===== config.mk =====
export PLATFORM = sky130hd
export DESIGN_NAME = fsba_ctrl
export DESIGN_NICKNAME = d
export VERILOG_FILES = /design/src/rtl/fsba_pkg.sv /design/src/rtl/fsba_ctrl.sv
export SDC_FILE = /design/constraint.sdc
export NUM_CORES = 1
export LEC_CHECK = 0
export ABC_AREA = 1
export BUFFER_PORTS_ARGS = -buffer_cell sky130_fd_sc_hd__buf_4
export CAP_MARGIN = 10
export CORE_MARGIN = 8
export CORE_UTILIZATION = 30
export DETAILED_ROUTE_END_ITERATION = 10
export GPL_TIMING_DRIVEN = 0
export SYNTH_ARGS = -nofsm -noshare
export SYNTH_HDL_FRONTEND = slang
export SYNTH_SLANG_ARGS = --single-unit

===== constraint.sdc =====
create_clock -name clk -period 2.4 [get_ports clk]
set_input_delay 0.12 -clock clk [delete_from_list [all_inputs] [get_ports clk]]
set_output_delay 0.12 -clock clk [all_outputs]
set_load 0.005 [all_outputs]

===== src/rtl/fsba_pkg.sv =====
// Shared types and constants for the free-slot bitmap allocator.
package fsba_pkg;

	localparam int SLOT_W   = 12;
	localparam int STATUS_W = 2;
	localparam int CFG_W    = 7;

	localparam int MAP_WORDS_DEF = 64;
	localparam int WORD_BITS_DEF = 64;

	localparam logic [CFG_W-1:0] WORDS_IN_USE_RST = 7'd64;

	// hint / WORD_BITS is done as a multiply by a rounded-up reciprocal
	localparam int DIV_SHIFT = 24;
	localparam int RECIP_W   = 22;

	localparam logic [STATUS_W-1:0] STATUS_OK    = 2'd0;
	localparam logic [STATUS_W-1:0] STATUS_FULL  = 2'd1;
	localparam logic [STATUS_W-1:0] STATUS_RANGE = 2'd2;

	typedef struct packed {
		logic clr_wr;
		logic hint_ld;
		logic mul_en;
		logic idx_en;
		logic mod_en;
		logic hit_wr;
		logic scan_start;
		logic scan_step;
		logic found_ld;
		logic grant_wr;
		logic res_full;
		logic res_range;
		logic out_ld;
	} fsba_cmd_t;

	typedef struct packed {
		logic clr_last;
		logic hint_oor;
		logic hint_free;
		logic word_free;
		logic scan_last;
		logic out_free;
	} fsba_sts_t;

endpackage


===== src/rtl/fsba_ctrl.sv =====
// Controller state machine of the free-slot bitmap allocator.
module fsba_ctrl (
	input  logic              clk,
	input  logic              arst_n,
	input  logic              in_valid,
	output logic              in_stall,
	input  fsba_pkg::fsba_sts_t sts,
	output fsba_pkg::fsba_cmd_t cmd
);

	localparam logic [3:0] S_CLEAR = 4'd0;
	localparam logic [3:0] S_IDLE  = 4'd1;
	localparam logic [3:0] S_MUL   = 4'd2;
	localparam logic [3:0] S_IDX   = 4'd3;
	localparam logic [3:0] S_MOD   = 4'd4;
	localparam logic [3:0] S_HCHK  = 4'd5;
	localparam logic [3:0] S_SCAN  = 4'd6;
	localparam logic [3:0] S_GRANT = 4'd7;
	localparam logic [3:0] S_FIN   = 4'd8;

	logic [3:0] state_q;
	logic [3:0] state_d;

	assign in_stall = (state_q != S_IDLE);

	always_comb begin
		cmd     = '0;
		state_d = state_q;
		case (state_q)
			S_CLEAR: begin
				cmd.clr_wr = 1'b1;
				if (sts.clr_last) begin
					state_d = S_IDLE;
				end
			end
			S_IDLE: begin
				if (in_valid) begin
					cmd.hint_ld = 1'b1;
					state_d     = S_MUL;
				end
			end
			S_MUL: begin
				cmd.mul_en = 1'b1;
				state_d    = S_IDX;
			end
			S_IDX: begin
				cmd.idx_en = 1'b1;
				state_d    = S_MOD;
			end
			S_MOD: begin
				cmd.mod_en = 1'b1;
				if (sts.hint_oor) begin
					cmd.res_range = 1'b1;
					state_d       = S_FIN;
				end else begin
					state_d = S_HCHK;
				end
			end
			S_HCHK: begin
				if (sts.hint_free) begin
					cmd.hit_wr = 1'b1;
					state_d    = S_FIN;
				end else begin
					cmd.scan_start = 1'b1;
					state_d        = S_SCAN;
				end
			end
			S_SCAN: begin
				if (sts.word_free) begin
					cmd.found_ld = 1'b1;
					state_d      = S_GRANT;
				end else if (sts.scan_last) begin
					cmd.res_full = 1'b1;
					state_d      = S_FIN;
				end else begin
					cmd.scan_step = 1'b1;
				end
			end
			S_GRANT: begin
				cmd.grant_wr = 1'b1;
				state_d      = S_FIN;
			end
			S_FIN: begin
				if (sts.out_free) begin
					cmd.out_ld = 1'b1;
					state_d    = S_IDLE;
				end
			end
			default: begin
				state_d = S_IDLE;
			end
		endcase
	end

	always_ff @(posedge clk or negedge arst_n) begin
		if (!arst_n) begin
			state_q <= S_CLEAR;
		end else begin
			state_q <= state_d;
		end
	end

endmodule


# Word-level counts from Yosys, hierarchy flattened
# Index checks and enable logic that the tools add are counted.
[word_totals] output_inout_bits=14 elab_cells=45 in_bits=9 ff_bits=4
[classes] reduce_logical=2 mux=29 n_eq_ne=13
[ops] op="$pmux W4 S9" count=1
[ops] op="$mux W4" count=7
[ops] op="$mux W1" count=19
[ops] op="$eq A4 B3 Y1 const B" count=4
[ops] op="$eq A4 B2 Y1 const B" count=2
[ops] op="$ne A2 B2 Y1 const B" count=3
[ops] op="$eq A4 B1 Y1 const B" count=1
[ops] op="$eq A4 B4 Y1 const B" count=1
[ops] op="$logic_not A4 Y1" count=1
[ops] op="$mux W2" count=2
[ops] op="$ne A4 B1 Y1 const B" count=1
[ops] op="$reduce_and A4 Y1" count=1
[ops] op="$ne A3 B3 Y1 const B" count=1

# Longest topological paths before layout
[logic_depth] word_depth=3 depth_mapped=8 depth_no_buf=8

# Least setup slack after synthesis
# OpenSTA, ideal clock, no wires.
[synth_timing] path_type="flip-flop to flip-flop" start="register state_q[1]" end="register state_q[1]" path_buffers=0 t_arrival_ns=0.924 setup_slack_ns=1.359 stages_incl_launch_ff=7 required_time_ns=2.282 cell_sequence="dfrtp_1 nor2_2 nand3_1 nand2_1 nor2_2 nand2_1 nand2_1"
[synth_via] elab_chain_cells=3
[synth_rtl] item="start, declared" line="fsba_ctrl.sv:21" text="logic [3:0] state_q;"
[synth_rtl] item="start signal, assigned" line="fsba_ctrl.sv:99" text="state_q <= state_d;"
[synth_rtl] item="$eq A4 B3 Y1 (tied with other cells)" line="fsba_ctrl.sv:29" text="case (state_q)"
[synth_rtl] item="$ne A3 B3 Y1 (no source line) or $ne A2 B2 Y1 (tied branches)"
[synth_rtl] item="$reduce_and A4 Y1 (no source line)"
# Several ways; a longest one is shown, not always the timed one.
# A chain may end at the register's enable or synchronous reset.

==> insert_results.sql <==
INSERT INTO impl_metrics (metric_group, metric, value, unit) VALUES
('cts', 'number_of_setup_buffers_added_after_cts', '0', ''),
('cells_and_area', 'numnets_final', '106', ''),
('yosys', 'synthDominantAreaCellType', 'dfrtp_1', ''),
('critical_path', 'critical_path_arrival', '1.32', 'ns'),
('timing', 'totalNegativeSetupSlack', '0', 'ns'),
('cells_and_area', 'multi_input_area', '238', 'µm²'),
('yosys', 'ys.warnings.count', '0', ''),
('timing', 'final_report_setup_violation_count', '0', ''),
('timing', 'slew_headroom', '83.2', '%'),
('yosys', 'synth_compound_area_share', '1.87', '%'),
('critical_path', 'crit_chain', 'nor2_2 > nand2_1 > nor3_1 > buf_4', ''),
('yosys', 'synthDominantCellAreaShare', '24.9', '%'),
('timing', 'final.setup_skew', '0.00349', 'ns'),
('floorplanning', 'die-width', '52.6', 'µm'),
('timing', 'period_minus_slack', '1.44', 'ns'),
('yosys', 'synth_adder_area_share', '0', '%'),
('timing', 'final-hold-violation-count', '0', ''),
('floorplanning', 'core.rowCount', '13', ''),
('timing', 'min_period_over_period', '60.2', '%'),
('cts', 'clock_tree.htree_level_count', '1', ''),
('pwr', 'p_leak', '0.406', 'nW'),
('cells_and_area', 'antenna_cells_inserted', '0', ''),
('yosys', 'synth_top_family_by_area', 'simple AND/OR/NAND/NOR gates', ''),
('place', 'port-buffer-count', '22', ''),
('grt', 'antenna_found_initial', '0', ''),
('pwr', 'p_per_area', '975', 'mW/mm²'),
('pwr', 'power.total', '602', 'µW'),
('floorplanning', 'design.portCount', '23', ''),
('cts', 'clock_sink_count', '4', ''),
('critical_path', 'critPathMaxStageDelay', '0.43', 'ns'),
('status', 'result_of_the_run', 'completed', ''),
('cells_and_area', 'total_area_of_sequential_cells', '100', 'µm²'),
('critical_path', 'worst_path_max_delay_cell', 'dfrtp_1', ''),
('grt', 'grt_pass1_vias', '447', ''),
('critical_path', 'worstReg2RegStart', 'state_q[1]', ''),
('cells_and_area', 'most_common_cell_after_layout_fill_and_taps_aside', 'buf_4', ''),
('cells_and_area', 'layoutNonFillerInstCount', '110', ''),
('cts', 'postCtsResizedCells', '0', ''),
('grt', 'groute.usage.overall', '8.97', '%'),
('yosys', 'post_synthesis_share_of_cell_area_spent_on_xor_and_xnor_gates', '0', '%'),
('grt', 'grt_start_max_net_pins', '9', ''),
('place', 'place_hpwl', '1010', 'µm'),
('yosys', 'mapped_nets', '78', ''),
('hold_path', 'hold_path_startpoint', 'in_valid', ''),
('place', 'globalplace.congestion', '0.789', ''),
('critical_path', 'criticalPathCategory', 'register to output port', ''),
('place', 'post-place-ws', '1.19', 'ns'),
('critical_path', 'critPathMaxFanout', '6', ''),
('cts', 'number_of_cts_inserted_buffers', '3', ''),
('cells_and_area', 'largest_register_ff_count', '4', ''),
('critical_path', 'timing.critical_path.required', '2.28', 'ns'),
('critical_path', 'critical-path-top-delay-family', 'simple AND/OR/NAND/NOR gates', ''),
('yosys', 'ys_ff_latch', '4', ''),
('critical_path', 'crit_start', 'state_q[1]', ''),
('timing', 'worstMarginPinSlew', '0.251', 'ns'),
('run', 'cap_viol_max_count', '0', ''),
('timing', 'worst_slack', '0.955', 'ns'),
('detailed_routing', 'dr.pass1.iters', '4', ''),
('grt', 'overflow', '0', ''),
('floorplanning', 'die_y', '52.6', 'µm'),
('cells_and_area', 'proportion_of_layout_cells_with_a_drive_suffix_above_1', '36.8', '%'),
('yosys', 'synthesis.area', '402', 'µm²'),
('yosys', 'synth_cell_types', '12', ''),
('pwr', 'max_vdd_drop', '0.000512', 'V'),
('yosys', 'netlist_instances', '69', ''),
('cts', 'clockRootBuffer', 'clkbuf_4', ''),
('detailed_routing', 'wl', '1180', 'µm'),
('floorplanning', 'starting_utilization_of_the_core_area', '31.7', '%'),
('detailed_routing', 'antenna_left', '0', ''),
('yosys', 'part_of_the_yosys_area_used_for_sequential_elements', '24.9', '%'),
('timing', 'grt_setup_unrepaired', 'no', '');
-- metal layers --
layer  routed length [µm]  track usage, %  vias up
li1                     -               -      267
met1                  517            10.3      222
met2                  569            14.2       15
met3                   93            6.25        0
met4                    0               0        0
met5                    0               0        -
-- cell families (layout without fill, tap and decap cells) --
logic type | after synthesis | count (layout)
AOI/OAI and AO/OA | 1 | 1
buffers and inverters | 17 | 43
and+or+nand+nor | 47 | 47
DFF | 4 | 4
-- what timing repair did --
item | CTS | global route
hold buffers | 1 | 0
endpoints found under the hold margin | 4 | 0
setup endpoints to repair | 0 | 0
-- stage by stage --
step                area (µm²)  hold WS (ns)  utilization, %
floorplan                  402        -0.176               -
global placement           586       -0.0834            46.2
detailed placement         586       -0.0823            46.2
CTS                        618         0.182            48.7
global route               618         0.196            48.7
finish                     618         0.186            48.7
-- tightest hold or removal path, stage by stage --
cell and delay [ns]:
buf_4 0.07, inv_1 0.05, nand3_2 0.08, nand2_1 0.05
-- cells in the mapped netlist (all sizes together) --
library cell	count
inv	17
o211ai	1
nand2	14
nor2	16
nor3	3
nand3b	3
nand3	11
dfrtp	4
-- report_power, final --
| part | internal [mW] | switching (mW) |
|---|---|---|
| Sequential | 0.0955 | 0.0403 |
| Clock | 0.0558 | 0.0264 |
| Combinational | 0.159 | 0.226 |
-- cell type report --
| cell class | instances | share of cell area (%) |
|---|---|---|
| clock buffer | 3 | 3.64 |
| inverter | 17 | 10.3 |
| multi-input combinational | 48 | 38.5 |
| sequential | 4 | 16.2 |
| tap | 15 | 3.04 |
| timing repair buffer | 23 | 28.3 |
-- final timing paths --
kind / slack [ns] / depth (start not counted) / endpoint
worst max-delay path: 0.96 / 4 / cmd[0]
worst min-delay path: 0.19 / 4 / state_q[0]
worst max register to register: 1.20 / 6 / state_q[3]
worst min register to register: 0.60 / 3 / state_q[3]
max in group asynchronous: 2.08 / 2 / state_q[0]
min in group asynchronous: 0.21 / 2 / state_q[3]
(Power assumes the default switching activity.)
